===== config.mk =====
export PLATFORM = sky130hd
export DESIGN_NAME = taun_out
export DESIGN_NICKNAME = d
export VERILOG_FILES = /design/src/rtl/taun_pkg.sv /design/src/rtl/taun_out.sv
export SDC_FILE = /design/constraint.sdc
export NUM_CORES = 1
export LEC_CHECK = 0
export BUFFER_PORTS_ARGS = -buffer_cell sky130_fd_sc_hd__buf_4
export CORE_AREA = 2 2 309 311
export CTS_CLUSTER_SIZE = 14
export DETAILED_ROUTE_END_ITERATION = 12
export DIE_AREA = 0 0 311 313
export HOLD_SLACK_MARGIN = 0.08
export PLACE_DENSITY = 0.32
export SYNTH_ARGS = -nofsm -noshare
export SYNTH_HDL_FRONTEND = slang
export SYNTH_SLANG_ARGS = --single-unit

===== constraint.sdc =====
create_clock -name clk -period 12.8 [get_ports clk]
set_input_delay 3.2 -clock clk [delete_from_list [all_inputs] [get_ports clk]]
set_output_delay 3.2 -clock clk [all_outputs]
set_load 0.02 [all_outputs]

===== src/rtl/taun_pkg.sv =====
`timescale 1ns / 1ps
// ----------------------------------------------------------------------------
// taun_pkg
// Shared widths and pipeline payload types for the triangle normal unit.
// ----------------------------------------------------------------------------
package taun_pkg;

    localparam int CW     = 16;
    localparam int NCORN  = 9;
    localparam int INW    = CW * NCORN;
    localparam int EW     = 17;
    localparam int PW     = 34;
    localparam int MW     = 34;
    localparam int HW     = 17;
    localparam int SQW    = 67;
    localparam int SW     = 68;
    localparam int DETW   = 34;
    localparam int RW     = 38;
    localparam int DW     = 96;
    localparam int YW     = 84;
    localparam int TW     = 100;
    localparam int QW     = 15;
    localparam int NW     = 16;
    localparam int NCOMP  = 3;
    localparam int DSHIFT = 28;
    localparam int OUTW   = 88;

    typedef struct packed {
        logic [SW-1:0]               s;
        logic [RW-1:0]               rem;
        logic [DETW-1:0]             root;
        logic [NCOMP-1:0][SQW-1:0]   sq;
        logic [NCOMP-1:0]            neg;
    } sq_t;

    typedef struct packed {
        logic [SW-1:0]               s;
        logic [DETW-1:0]             det;
        logic [NCOMP-1:0][DW-1:0]    d;
        logic [NCOMP-1:0][YW-1:0]    y;
        logic [NCOMP-1:0][QW-1:0]    q;
        logic [NCOMP-1:0]            neg;
    } dv_t;

endpackage


===== src/rtl/taun_out.sv =====
`timescale 1ns / 1ps
// ----------------------------------------------------------------------------
// taun_out
// Result formatting, output register and skid stage with pipeline enable.
// ----------------------------------------------------------------------------
module taun_out (
    input  logic                       clk,
    input  logic                       rst_n,
    input  logic                       in_v,
    input  taun_pkg::dv_t              in_d,
    output logic                       en,
    output logic                       m_tvalid,
    input  logic                       m_tready,
    output logic [taun_pkg::OUTW-1:0]  m_tdata,
    output logic                       m_tuser
);
    import taun_pkg::*;

    logic            out_valid_reg;
    logic            skid_valid_reg;
    logic [OUTW-1:0] out_data_reg;
    logic            out_user_reg;
    logic [OUTW-1:0] skid_data_reg;
    logic            skid_user_reg;
    logic [OUTW-1:0] res_data;
    logic            res_degen;
    logic [NW-1:0]   nrm [NCOMP];
    logic            pop;

    always_comb
    begin
        res_degen = (in_d.s == '0);
        for (int k = 0; k < NCOMP; k++)
        begin
            nrm[k] = in_d.neg[k] ? (NW'(0) - {1'b0, in_d.q[k]}) : {1'b0, in_d.q[k]};
            if (res_degen)
            begin
                nrm[k] = '0;
            end
        end
        res_data = {{(OUTW-DETW-NCOMP*NW){1'b0}}, nrm[2], nrm[1], nrm[0], in_d.det};
    end

    assign pop = out_valid_reg & m_tready;
    assign en  = ~skid_valid_reg;

    always_ff @(posedge clk or negedge rst_n)
    begin
        if (!rst_n)
        begin
            out_valid_reg  <= 1'b0;
            skid_valid_reg <= 1'b0;
        end
        else if (skid_valid_reg)
        begin
            if (pop)
            begin
                skid_valid_reg <= 1'b0;
            end
        end
        else if (in_v)
        begin
            if (out_valid_reg && !m_tready)
            begin
                skid_valid_reg <= 1'b1;
            end
            else
            begin
                out_valid_reg <= 1'b1;
            end
        end
        else if (pop)
        begin
            out_valid_reg <= 1'b0;
        end
    end

    always_ff @(posedge clk)
    begin
        if (skid_valid_reg)
        begin
            if (pop)
            begin
                out_data_reg <= skid_data_reg;
                out_user_reg <= skid_user_reg;
            end
        end
        else if (in_v)
        begin
            if (out_valid_reg && !m_tready)
            begin
                skid_data_reg <= res_data;
                skid_user_reg <= res_degen;
            end
            else
            begin
                out_data_reg <= res_data;
                out_user_reg <= res_degen;
            end
        end
    end

    assign m_tvalid = out_valid_reg;
    assign m_tdata  = out_data_reg;
    assign m_tuser  = out_user_reg;

endmodule


==> flow_metrics.py <==
metrics = {
    "run_status": {
        "outcome": "complete, no violations",
    },
    "yosys": {
        "synth-seq-area-share_pct": 67.8,
        "synth_edf_count": 166,
        "ys_top_cells_by_area": "edfxtp_1 (67%), o31ai_1 (5.9%), mux2_2 (5.3%), xor2_1 (4.2%), nand2_1 (3.8%)",
        "netlist_area_um2": 7430,
        "synth_largest_area_cell": "edfxtp_1",
        "netlist.area_leader.share_pct": 67.1,
        "yosys_warnings": 0,
        "ys_types": 30,
        "syn_inst": 549,
        "syn_area_per_cell_um2": 13.5,
        "synth_seq_cells": 168,
        "ys.flop_type": "edfxtp_1",
        "ys_async_sr_fraction_pct": 1.19,
    },
    "pwr": {
        "p_clk_share_pct": 25.6,
        "leakagePower_nw": 3.92,
        "p_seq_share_pct": 39.9,
        "p_int_mw": 1.37,
        "ir_drop_mv": 0.177,
        "p_sw_share_pct": 37.9,
        "combinationalPowerShare_pct": 34.5,
        "powerDensity_nw_per_um2": 195,
        "power_switching_uw": 837,
    },
    "placement": {
        "finalWeightedCongestion": 0.789,
        "hpwl_um": 24000,
        "port-buffer-count": 238,
    },
    "cts": {
        "clockRootBuffer": "clkbuf_16",
        "cts_resized": 0,
        "cts_hold_buf": 0,
        "cts.sinks": 168,
        "clk_path_buf_depth": 2,
        "htree_levels": 4,
        "cts.clk_slew.worst_paths_ns": 0.08,
        "cts_inserted_buffers": 17,
        "cts_setup_buffers": 0,
        "clk_latency_ns": 0.48,
        "cts_tree": "built",
    },
    "final_layout": {
        "multi_input_area_um2": 2240,
        "syn_to_final_growth_pct": 52.7,
        "ff_latch_area_um2": 5040,
        "final_cell_mix": "buf_4 (246), edfxtp_1 (166), nand2_1 (75), o31ai_1 (58), nor2_1 (54)",
        "drive_gt1_share_pct": 39.6,
        "n_antenna_cell": 0,
        "final_common_cell": "buf_4",
        "nFillCells": 10800,
        "final_nets": 1482,
    },
    "flow_run": {
        "maxCapViolations": 0,
    },
    "critical_path": {
        "critPathArrivalTime_ns": 5.59,
        "path_delay_family": "buffers and inverters",
        "critical_path_class": "primary input to flip-flop",
        "worstPathRequired_ns": 13.00,
        "cp-start-kind": "primary input",
        "crit_path_max_incr_delay_ns": 0.72,
        "cpMaxStageDelayCell": "buf_4",
        "worstPathCellList": "buf_4 > nor4_1 > and4_1 > nand3_1 > nor4_4 > buf_4 > buf_4 > o31ai_1",
        "r2r_slack_ns": 10.10,
        "path_common_cell": "buf_4",
        "cp_max_fo": 74,
        "cp_num_buf_inv": 3,
        "endpoint_kind": "flip-flop",
    },
    "routing": {
        "via_per_inst": 2.60,
        "first_pass_iters": 4,
        "wirelength_um": 32200,
        "ant_nets": 0,
        "vias": 5364,
        "dr.first_iter.drc_count": 206,
        "route.detailed.drc": 0,
        "wl_per_cell_um": 15.6,
    },
    "sta": {
        "setup_viol": 0,
        "worstMarginPinSlew_ns": 0.901,
        "min_period_ns": 5.39,
        "setup_tns_ns": 0,
        "rsz0062_at_grt": "false",
        "post-route-period-util_pct": 42.1,
        "skew_ns": 0.0162,
        "max-slew-margin-rel_pct": 39.9,
        "hold_violations": 0,
        "final_max_slew_viol_count": 0,
        "fmax_mhz": 186,
        "worst_hold_slack_ns": 0.530,
    },
    "die": {
        "io_pins": 785,
        "start_util_pct": 7.89,
        "rows": 113,
        "die_h_um": 313,
        "core_area_um2": 94200,
        "die_area_um2": 97300,
        "die_width_um": 311,
    },
    "grt": {
        "grt_antenna_before_repair": 6,
        "grt_max_degree": 75,
        "grt_overflow": 0,
        "grt_pass1_wl_um": 44400,
        "grt_pass1_vias": 5534,
        "grt_usage_pct": 6.68,
    },
    "hold_path": {
        "hold_path_class": "flip-flop to flip-flop",
    },
}
[logic make-up (layout without fill, tap and decap cells)]
group	count (synthesis)	count (layout)	share of synthesized area [%]
AO/OA/AOI/OAI	80	80	7.69
XOR/XNOR	39	39	4.60
adder cells (fa/ha/maj)	3	3	0.505
buffers and inverters	42	286	2.61
flip-flops	168	168	67.8
multiplexers	38	38	5.71
other	1	6	0.0505
AND/OR/NAND/NOR	178	178	11.1
[power by group through the flow]
stage                     sequential, mW  clock [mW]  combinational, mW
after CTS                          0.888       0.602              0.812
after global routing               0.900       0.613              0.837
after floorplan                     1.04           0              0.242
after detailed placement           0.893           0              0.811
final                              0.882       0.565              0.760
after global placement             0.897           0              0.812
[through the flow]
step / instances / power, mW / setup slack [ns] / cell area [um^2] / util (%)
after floorplan: 554 / 1.28 / 4.93 / 7450 / -
after global placement: 2031 / 1.71 / 6.81 / 10700 / 11.4
after detailed placement: 2031 / 1.70 / 6.78 / 10700 / 11.4
after CTS: 2063 / 2.30 / 7.34 / 11300 / 12.0
after global routing: 2063 / 2.35 / 7.18 / 11300 / 12.0
final: 2063 / 2.21 / 7.41 / 11300 / 12.0
[worst paths after layout]
| kind | depth (start not counted) | startpoint | end |
|---|---|---|---|
| setup / recovery | 8 | in_d[622] | m_tdata[35] |
| max in group asynchronous | 1 | rst_n | skid_valid_reg |
| hold / removal | 2 | skid_data_reg[66] | m_tdata[66] |
| setup reg to reg | 3 | skid_valid_reg | skid_data_reg[66] |
| min in group asynchronous | 1 | rst_n | skid_valid_reg |
| hold reg to reg | 2 | skid_data_reg[66] | m_tdata[66] |
[area by class of cell]
class | count | share of cell area, %
Tap cell | 1265 | 14.0
Clock buffer | 17 | 3.75
Sequential cell | 168 | 44.4
Timing Repair Buffer | 246 | 16.3
Inverter | 8 | 0.265
Multi-Input combinational cell | 344 | 19.7
Clock inverter | 15 | 1.62
[cells in the mapped netlist, types with 3 or more instances]
cell type,instances
edfxtp_1,166
nand2_1,75
o31ai_1,58
nor2_1,54
xor2_1,36
mux2_2,35
nor4_1,26
clkbuf_1,20
o21ai_0,12
buf_4,8
inv_1,8
o41ai_1,7
or4_1,6
buf_2,5
nor2b_1,4
a21oi_1,3
ha_1,3
mux2i_1,3
nand4b_1,3
xnor2_1,3
[routing by layer]
layer / GRT usage, % / vias up / routed length, um
met3: 2.94 / 32 / 2450
li1: - / 2541 / -
met2: 10.8 / 196 / 15300
met4: 2.28 / 8 / 569
met5: 0 / - / 53
met1: 7.87 / 2587 / 13800
[tightest hold or removal path, cell delays in order, from the launching register on]
cell,delay (ns)
edfxtp_1,0.33
nand2_1,0.05
o31ai_1,0.05
Power figures use the tool's default switching activity.
