[config.mk]
export PLATFORM = sky130hd
export DESIGN_NAME = taun_sqrt_cell
export DESIGN_NICKNAME = d
export VERILOG_FILES = /design/src/rtl/taun_pkg.sv /design/src/rtl/taun_sqrt_cell.sv
export SDC_FILE = /design/constraint.sdc
export NUM_CORES = 1
export LEC_CHECK = 0
export ABC_AREA = 0
export BUFFER_PORTS_ARGS = -buffer_cell sky130_fd_sc_hd__clkbuf_2
export CAP_MARGIN = 30
export CELL_PAD_IN_SITES_DETAIL_PLACEMENT = 1
export CELL_PAD_IN_SITES_GLOBAL_PLACEMENT = 1
export CORE_AREA = 2 2 273 275
export CTS_CLUSTER_DIAMETER = 60
export CTS_CLUSTER_SIZE = 24
export DETAILED_ROUTE_END_ITERATION = 7
export DIE_AREA = 0 0 275 277
export PLACE_DENSITY = 0.5
export REMOVE_ABC_BUFFERS = 1
export SLEW_MARGIN = 20
export SYNTH_ARGS = -nofsm -noshare
export SYNTH_HDL_FRONTEND = slang
export SYNTH_SLANG_ARGS = --single-unit
export TNS_END_PERCENT = 100
[constraint.sdc]
create_clock -name clk -period 1.4 [get_ports clk]
set_input_delay 0.07 -clock clk [delete_from_list [all_inputs] [get_ports clk]]
set_output_delay 0.07 -clock clk [all_outputs]
set_load 0.03 [all_outputs]
[src/rtl/taun_pkg.sv]
`timescale 1ns / 1ps
// ----------------------------------------------------------------------------
// taun_pkg
// Shared widths and pipeline payload types for the triangle normal unit.
// ----------------------------------------------------------------------------
package taun_pkg;

    localparam int CW     = 16;
    localparam int NCORN  = 9;
    localparam int INW    = CW * NCORN;
    localparam int EW     = 17;
    localparam int PW     = 34;
    localparam int MW     = 34;
    localparam int HW     = 17;
    localparam int SQW    = 67;
    localparam int SW     = 68;
    localparam int DETW   = 34;
    localparam int RW     = 38;
    localparam int DW     = 96;
    localparam int YW     = 84;
    localparam int TW     = 100;
    localparam int QW     = 15;
    localparam int NW     = 16;
    localparam int NCOMP  = 3;
    localparam int DSHIFT = 28;
    localparam int OUTW   = 88;

    typedef struct packed {
        logic [SW-1:0]               s;
        logic [RW-1:0]               rem;
        logic [DETW-1:0]             root;
        logic [NCOMP-1:0][SQW-1:0]   sq;
        logic [NCOMP-1:0]            neg;
    } sq_t;

    typedef struct packed {
        logic [SW-1:0]               s;
        logic [DETW-1:0]             det;
        logic [NCOMP-1:0][DW-1:0]    d;
        logic [NCOMP-1:0][YW-1:0]    y;
        logic [NCOMP-1:0][QW-1:0]    q;
        logic [NCOMP-1:0]            neg;
    } dv_t;

endpackage

[src/rtl/taun_sqrt_cell.sv]
`timescale 1ns / 1ps
// ----------------------------------------------------------------------------
// taun_sqrt_cell
// One root bit of the restoring square root of the squared length.
// ----------------------------------------------------------------------------
module taun_sqrt_cell #(
    parameter int BIT = 0
) (
    input  logic          clk,
    input  logic          rst_n,
    input  logic          en,
    input  logic          in_v,
    input  taun_pkg::sq_t in_d,
    output logic          out_v,
    output taun_pkg::sq_t out_d
);
    import taun_pkg::*;

    logic          v_reg;
    sq_t           d_reg;
    sq_t           d_next;
    logic [RW-1:0] rem_sh;
    logic [RW-1:0] trial;
    logic          take;

    always_comb
    begin
        rem_sh = {in_d.rem[RW-3:0], in_d.s[2*BIT+1:2*BIT]};
        trial  = {{(RW-DETW-2){1'b0}}, in_d.root, 2'b01};
        take   = (rem_sh >= trial);
        d_next = in_d;
        d_next.rem  = take ? (rem_sh - trial) : rem_sh;
        d_next.root = {in_d.root[DETW-2:0], take};
    end

    always_ff @(posedge clk or negedge rst_n)
    begin
        if (!rst_n)
        begin
            v_reg <= 1'b0;
        end
        else if (en)
        begin
            v_reg <= in_v;
        end
    end

    always_ff @(posedge clk)
    begin
        if (en)
        begin
            d_reg <= d_next;
        end
    end

    assign out_v = v_reg;
    assign out_d = d_reg;

endmodule

==> out/metrics.csv, run 1 <==
metric,value,unit
grt_pass1_wl,90.85,mm
crit_type,primary input to flop,
synth_xor_area_share,2.399,%
place_congestion,0.8212,
fp.dieW,275,µm
yosys.area_share.adder,3.525,%
seq_power_share,39.1,%
min_path_cells,4,
htree_levels,2,
synth-compound-area-share,6.972,%
synth_area,12780,µm²
cts_tree,yes,
start_kind,primary input,
synth_top_family_by_area,compound AO/OA/AOI/OAI gates,
dp_cells,2545,
placed_area,18750,µm²
final_cell_area,25190,µm²
hold_start,in_d[276],
power.total,32.53,mW
period_minus_slack,2.045,ns
hold_viol_final,0,
synth_area_leaders,"edfxtp_1 81%, ha_1 3.5%, o21ai_0 2.0%, nand2_1 1.6%, xnor2_1 1.4%",
period_share,146.0,%
drv_slew,0,
wl_per_cell,21.86,µm
worst_pin_slew,0.6829,ns
cts_buffers,42,
vias,11620,
grt.total_usage,16.49,%
io_pins,693,
layout_commonest_cell,clkbuf_2,
overflow,0,
pwr-share-clk,38.7,%
dieArea,76180,µm²
std_cell_rows,100,
fin_nets,2378,
yosysSeqAreaShare,81.03,%
clk_latency,0.56,ns
drive_gt1_share,54.24,%
crit_start,in_d[223],
p_per_area,1292,nW/µm²
p_switching,10.24,mW
fin_util,34.24,%
synth_edf_count,344,
ant_nets,0,
muxShareOfSynthArea,0.3427,%
clock_path_buffers,3,
status,"complete, but fails checks",
chipHeight,277,µm
critPathMaxFanout,8,
hold_class,primary input to flop,
synthArstFlopShare,0.2899,%
slew_headroom,53.99,%
pwr-share-comb,22.2,%
grt_pass1_vias,12880,
post_drt_via_cell_ratio,3.873,
synth-seq-cells,345,
initial_core_util,17.37,%
portBuffers,690,
p_int,22.29,mW
yosys.cell_types.count,49,
core,73570,µm²
dpl.hpwl,48.29,mm
hold_slack,0.05488,ns
area_growth,97.12,%
final_cells,3001,
synthSimpleGateAreaFrac,3.731,%
switching_share,31.49,%
worst_ep_required_time,1.81,ns
drt_iter0_drc,597,
antenna_found_initial,14,
yosysTopAreaCell,edfxtp_1,
max_cap_viol_count,0,
syn_inst,729,
syn_area_per_cell,17.53,µm²
cp-end-kind,flop,
leakage,10.88,nW
finalSetupViolCount,39,
synth_ff_type,edfxtp_1,
clkTransAtPathRegs,0.06,ns
r2r_cells,1,
grt_max_degree,56,
r2r_start,out_v,
setup_slack,-0.6446,ns
clkSinkCount,345,
rsz0062_at_grt,yes,
skew,0,ns
fmax,489.1,MHz
yosysWarnings,0,
final_cell_mix,"674 x clkbuf_2, 346 x dlygate4sd3_1, 344 x edfxtp_1",
drtPass1Iterations,5,
cts_root_buf,clkbuf_16,
arrival,2.45,ns
failed_checks,negative setup slack,
drc,0,
wirelength,65.61,mm
synth_top_area_share,80.84,%
ir_drop,0.0008580,V
-- Yosys cell counts, drive strengths merged, types with 2 or more instances --
master  instances
clkbuf          6
nand2          56
o31ai           2
o21bai          3
nor2           14
and3            5
edfxtp        344
and2            2
nand4           6
a21oi          36
a211oi          3
o22ai           2
ha             36
mux2            3
a41oi           3
a31oi           4
nand2b          4
nand3          11
o21a            3
o21ai          52
xnor2          20
xor2           15
a21o           16
buf             9
inv            46
o211ai          6
nor3            9
-- metrics by stage --
stage	worst slack, ns	TNS (ns)
final	-0.6446	-23.33
after global routing	-0.6867	-24.33
after CTS	-0.6482	-23.17
after detailed placement	-1.773	-60.30
after global placement	-1.808	-57.67
after floorplan	-2.060	-75.09
-- critical path, stage by stage --
cell,delay [ns]
buf_6,0.10
inv_4,0.05
ha_4,0.20
and2_4,0.16
buf_6,0.12
a21o_1,0.18
a31o_2,0.21
a21o_1,0.16
a41o_4,0.26
a31oi_4,0.21
o21a_4,0.18
buf_12,0.17
buf_12,0.17
mux2i_1,0.20
-- flip-flops by register name, summed over array words and instances, names as in the netlist --
signal / cells
out_d: 344
out_v: 1
-- kinds of logic (layout without fill, tap and decap cells) --
logic type	Yosys count	in the layout
buffers and inverters	61	1360
muxes	4	4
AOI/OAI and AO/OA	140	140
xor gates and xnor gates	35	35
other	0	4
DFF	345	345
and+or+nand+nor	108	108
adders and majority gates	36	36
-- worst paths after layout --
kind,to,slack (ns)
max in group asynchronous,out_v,0.93
setup / recovery,out_d[239],-0.64
min in group asynchronous,out_v,0.36
setup reg to reg,out_v,0.66
hold / removal,out_d[239],0.05
hold reg to reg,out_v,0.52
-- power groups by stage --
stage	registers, mW	logic [mW]	clock network (mW)
3_3_place_gp	12.9	5.61	0
6_report	12.7	7.23	12.6
4_1_cts	12.7	7.03	13.0
5_1_grt	12.8	7.66	13.3
2_1_floorplan	14.8	0.898	0
3_5_place_dp	12.9	5.64	0
-- cell type report --
type                    count  area, µm²
inverters                  46      200.2
well taps                 969       1212
multi-input cells         323       2929
flip-flops and latches    345      10350
clock buffers              46       1130
diodes                      4      10.01
repair buffers           1236       8861
clock inverters            32      491.7
fillers                  7973      48380
-- routing by layer --
metal	vias up	track usage (%)	part of all wire (%)
met1	5766	17.97	38
met2	419	30.10	52
met4	10	5.849	3.7
met5	-	0	0.10
met3	97	4.734	6.9
li1	5332	-	-
-- repair_timing --
| item | in CTS | in global routing |
|---|---|---|
| hold buffers | 346 | 0 |
| buffers inserted | 20 | 9 |
| endpoints found under the setup margin | 39 | 40 |
| cloned | 6 | 2 |
| resized for setup | 143 | 101 |
| hold endpoints to repair | 364 | 0 |
| pin swaps | 43 | 59 |
No activity file was read; power rests on OpenSTA's default activity.
==> run 2, diff against run 1 <==
--- a/config.mk
+++ b/config.mk
@@ -11,13 +11,13 @@
 export CELL_PAD_IN_SITES_DETAIL_PLACEMENT = 1
 export CELL_PAD_IN_SITES_GLOBAL_PLACEMENT = 1
 export CORE_AREA = 2 2 273 275
+export CTS_BUF_LIST = sky130_fd_sc_hd__clkbuf_16
 export CTS_CLUSTER_DIAMETER = 60
 export CTS_CLUSTER_SIZE = 24
 export DETAILED_ROUTE_END_ITERATION = 7
 export DIE_AREA = 0 0 275 277
 export PLACE_DENSITY = 0.5
 export REMOVE_ABC_BUFFERS = 1
-export SLEW_MARGIN = 20
 export SYNTH_ARGS = -nofsm -noshare
 export SYNTH_HDL_FRONTEND = slang
 export SYNTH_SLANG_ARGS = --single-unit
==> run 2 against run 1 <==
Net effect:
- the run still ends with negative setup slack left
- setup slack barely moved
- routed wire length barely moved
- core utilization about the same
- first-iteration DRC count down 2.2%
- cell count is essentially flat
- register-to-register slack hardly changed
- clock skew unchanged
- die area unchanged
- critical path type unchanged
- critical endpoint unchanged
- highest routed layer unchanged
==> out/metrics.csv, run 2 (synthesized netlist as in run 1, its figures left out) <==
metric,value,unit,change
crit_start,in_d[223],,
drv_slew,0,,unchanged
cts_root_buf,clkbuf_16,,
portBuffers,690,,unchanged
skew,0,ns,unchanged
final_cells,3002,,+0.033%
p_switching,10.25,mW,about the same
pwr-share-comb,22.2,%,about the same
grt_max_degree,56,,unchanged
wirelength,65.62,mm,about the same
wl_per_cell,21.86,µm,about the same
grt_pass1_wl,90.85,mm,unchanged
switching_share,31.50,%,about the same
leakage,10.89,nW,about the same
fin_nets,2378,,unchanged
dieArea,76180,µm²,unchanged
crit_type,primary input to flop,,
seq_power_share,39.1,%,about the same
clkSinkCount,345,,unchanged
fill_cells,7972,,-0.013%
period_share,146.1,%,about the same
hold_start,in_d[276],,
p_int,22.28,mW,about the same
failed_checks,negative setup slack,,
wl_met3,4.827,mm,+6.0%
area_growth,97.14,%,about the same
fp.dieW,275,µm,unchanged
status,"complete, but fails checks",,
clock_path_buffers,3,,unchanged
initial_core_util,17.37,%,unchanged
rsz0062_at_grt,yes,,
hold_viol_final,0,,unchanged
clkTransAtPathRegs,0.06,ns,about the same
dpl.hpwl,48.29,mm,unchanged
start_kind,primary input,,
pwr-share-clk,38.6,%,about the same
setup_slack,-0.6448,ns,-0.0001990 ns
grt_pass1_vias,12880,,unchanged
slew_headroom,54.91,%,+0.92 points
cts_tree,yes,,
core,73570,µm²,unchanged
fmax,489.1,MHz,about the same
worst_pin_slew,0.6692,ns,-0.01370 ns
grt.total_usage,16.49,%,unchanged
r2r_start,out_v,,
htree_levels,2,,unchanged
overflow,0,,unchanged
power.total,32.53,mW,about the same
hold_class,primary input to flop,,
worst_ep_required_time,1.81,ns,about the same
chipHeight,277,µm,unchanged
ir_drop,0.0008570,V,-0.12%
clk_latency,0.56,ns,about the same
arrival,2.45,ns,about the same
wl_met1,24.40,mm,-1.1%
drtPass1Iterations,4,,-1
ant_nets,0,,unchanged
post_drt_via_cell_ratio,3.855,,-0.46%
final_cell_mix,"674 x clkbuf_2, 346 x dlygate4sd3_1, 344 x edfxtp_1",,
period_minus_slack,2.045,ns,+0.0001990 ns
finalSetupViolCount,39,,unchanged
hold_slack,0.05391,ns,-0.0009738 ns
maxUsedRoutingLayer,met5,,
wl_met2,33.91,mm,about the same
io_pins,693,,unchanged
cp-end-kind,flop,,
layout_commonest_cell,clkbuf_2,,
max_cap_viol_count,0,,unchanged
drt_iter0_drc,584,,-2.2%
critPathMaxFanout,8,,unchanged
drive_gt1_share,54.24,%,unchanged
std_cell_rows,100,,unchanged
cts_buffers,42,,unchanged
p_per_area,1291,nW/µm²,about the same
drc,0,,unchanged
place_congestion,0.8212,,unchanged
dp_cells,2545,,unchanged
tns,-23.26,ns,+0.07160 ns
vias,11570,,-0.43%
largest_reg_flops,344,,unchanged
antenna_found_initial,14,,unchanged
-- run 2: worst max-delay path: stages --
cell and delay, ns:
buf_6 0.10, inv_4 0.05, ha_4 0.20, and2_4 0.16, buf_6 0.12, a21o_1 0.18
a31o_2 0.21, a21o_1 0.16, a41o_4 0.25, a31oi_4 0.21, o21a_4 0.18, buf_12 0.17
buf_12 0.17, mux2i_1 0.20
-- run 2: worst paths after layout --
kind,slack [ns],endpoint,cells after the start
max,-0.64,out_d[239],14
min,0.05,out_d[239],4
min in group asynchronous,0.36,out_v,3
min reg2reg,0.52,out_v,1
max in group asynchronous,0.93,out_v,3
max reg2reg,0.66,out_v,1
-- run 2: repair_timing --
item | CTS | global route
gates cloned | 6 | 2
resized for setup | 143 | 101
hold endpoints to repair | 364 | 0
pin swaps | 43 | 59
endpoints found under the setup margin | 39 | 40
setup buffers | 20 | 9
hold buffers | 346 | 0
-- run 2: layout make-up --
type	instances	area [µm²]	area share (%)
inverters	46	200.2	0.7947
diodes	5	12.51	0.04967
clock buffers	45	1126	4.470
clock inverters	33	495.5	1.967
flip-flops and latches	345	10350	41.10
multi-input cells	323	2929	11.63
repair buffers	1236	8861	35.17
well taps	969	1212	4.813
-- run 2: power by group through the flow --
stage	Sequential, mW	Combinational, mW	Clock [mW]
2_1_floorplan	14.8	0.898	0
3_3_place_gp	12.9	5.61	0
3_5_place_dp	12.9	5.64	0
4_1_cts	12.7	7.03	13.0
5_1_grt	12.8	7.66	13.3
6_report	12.7	7.24	12.6
-- run 2: stage by stage --
step	util, %	setup slack (ns)	area, µm²
after floorplan	-	-2.060	12700
after CTS	33.64	-0.6482	24750
final	34.24	-0.6448	25190
after global placement	25.49	-1.808	18750
after detailed placement	25.49	-1.773	18750
after global routing	34.23	-0.6867	25190
-- run 2: routing by layer --
| metal | up-vias | global-route usage [%] |
|---|---|---|
| li1 | 5333 | - |
| met1 | 5719 | 17.97 |
| met2 | 417 | 30.10 |
| met3 | 95 | 4.734 |
| met4 | 10 | 5.849 |
| met5 | - | 0 |
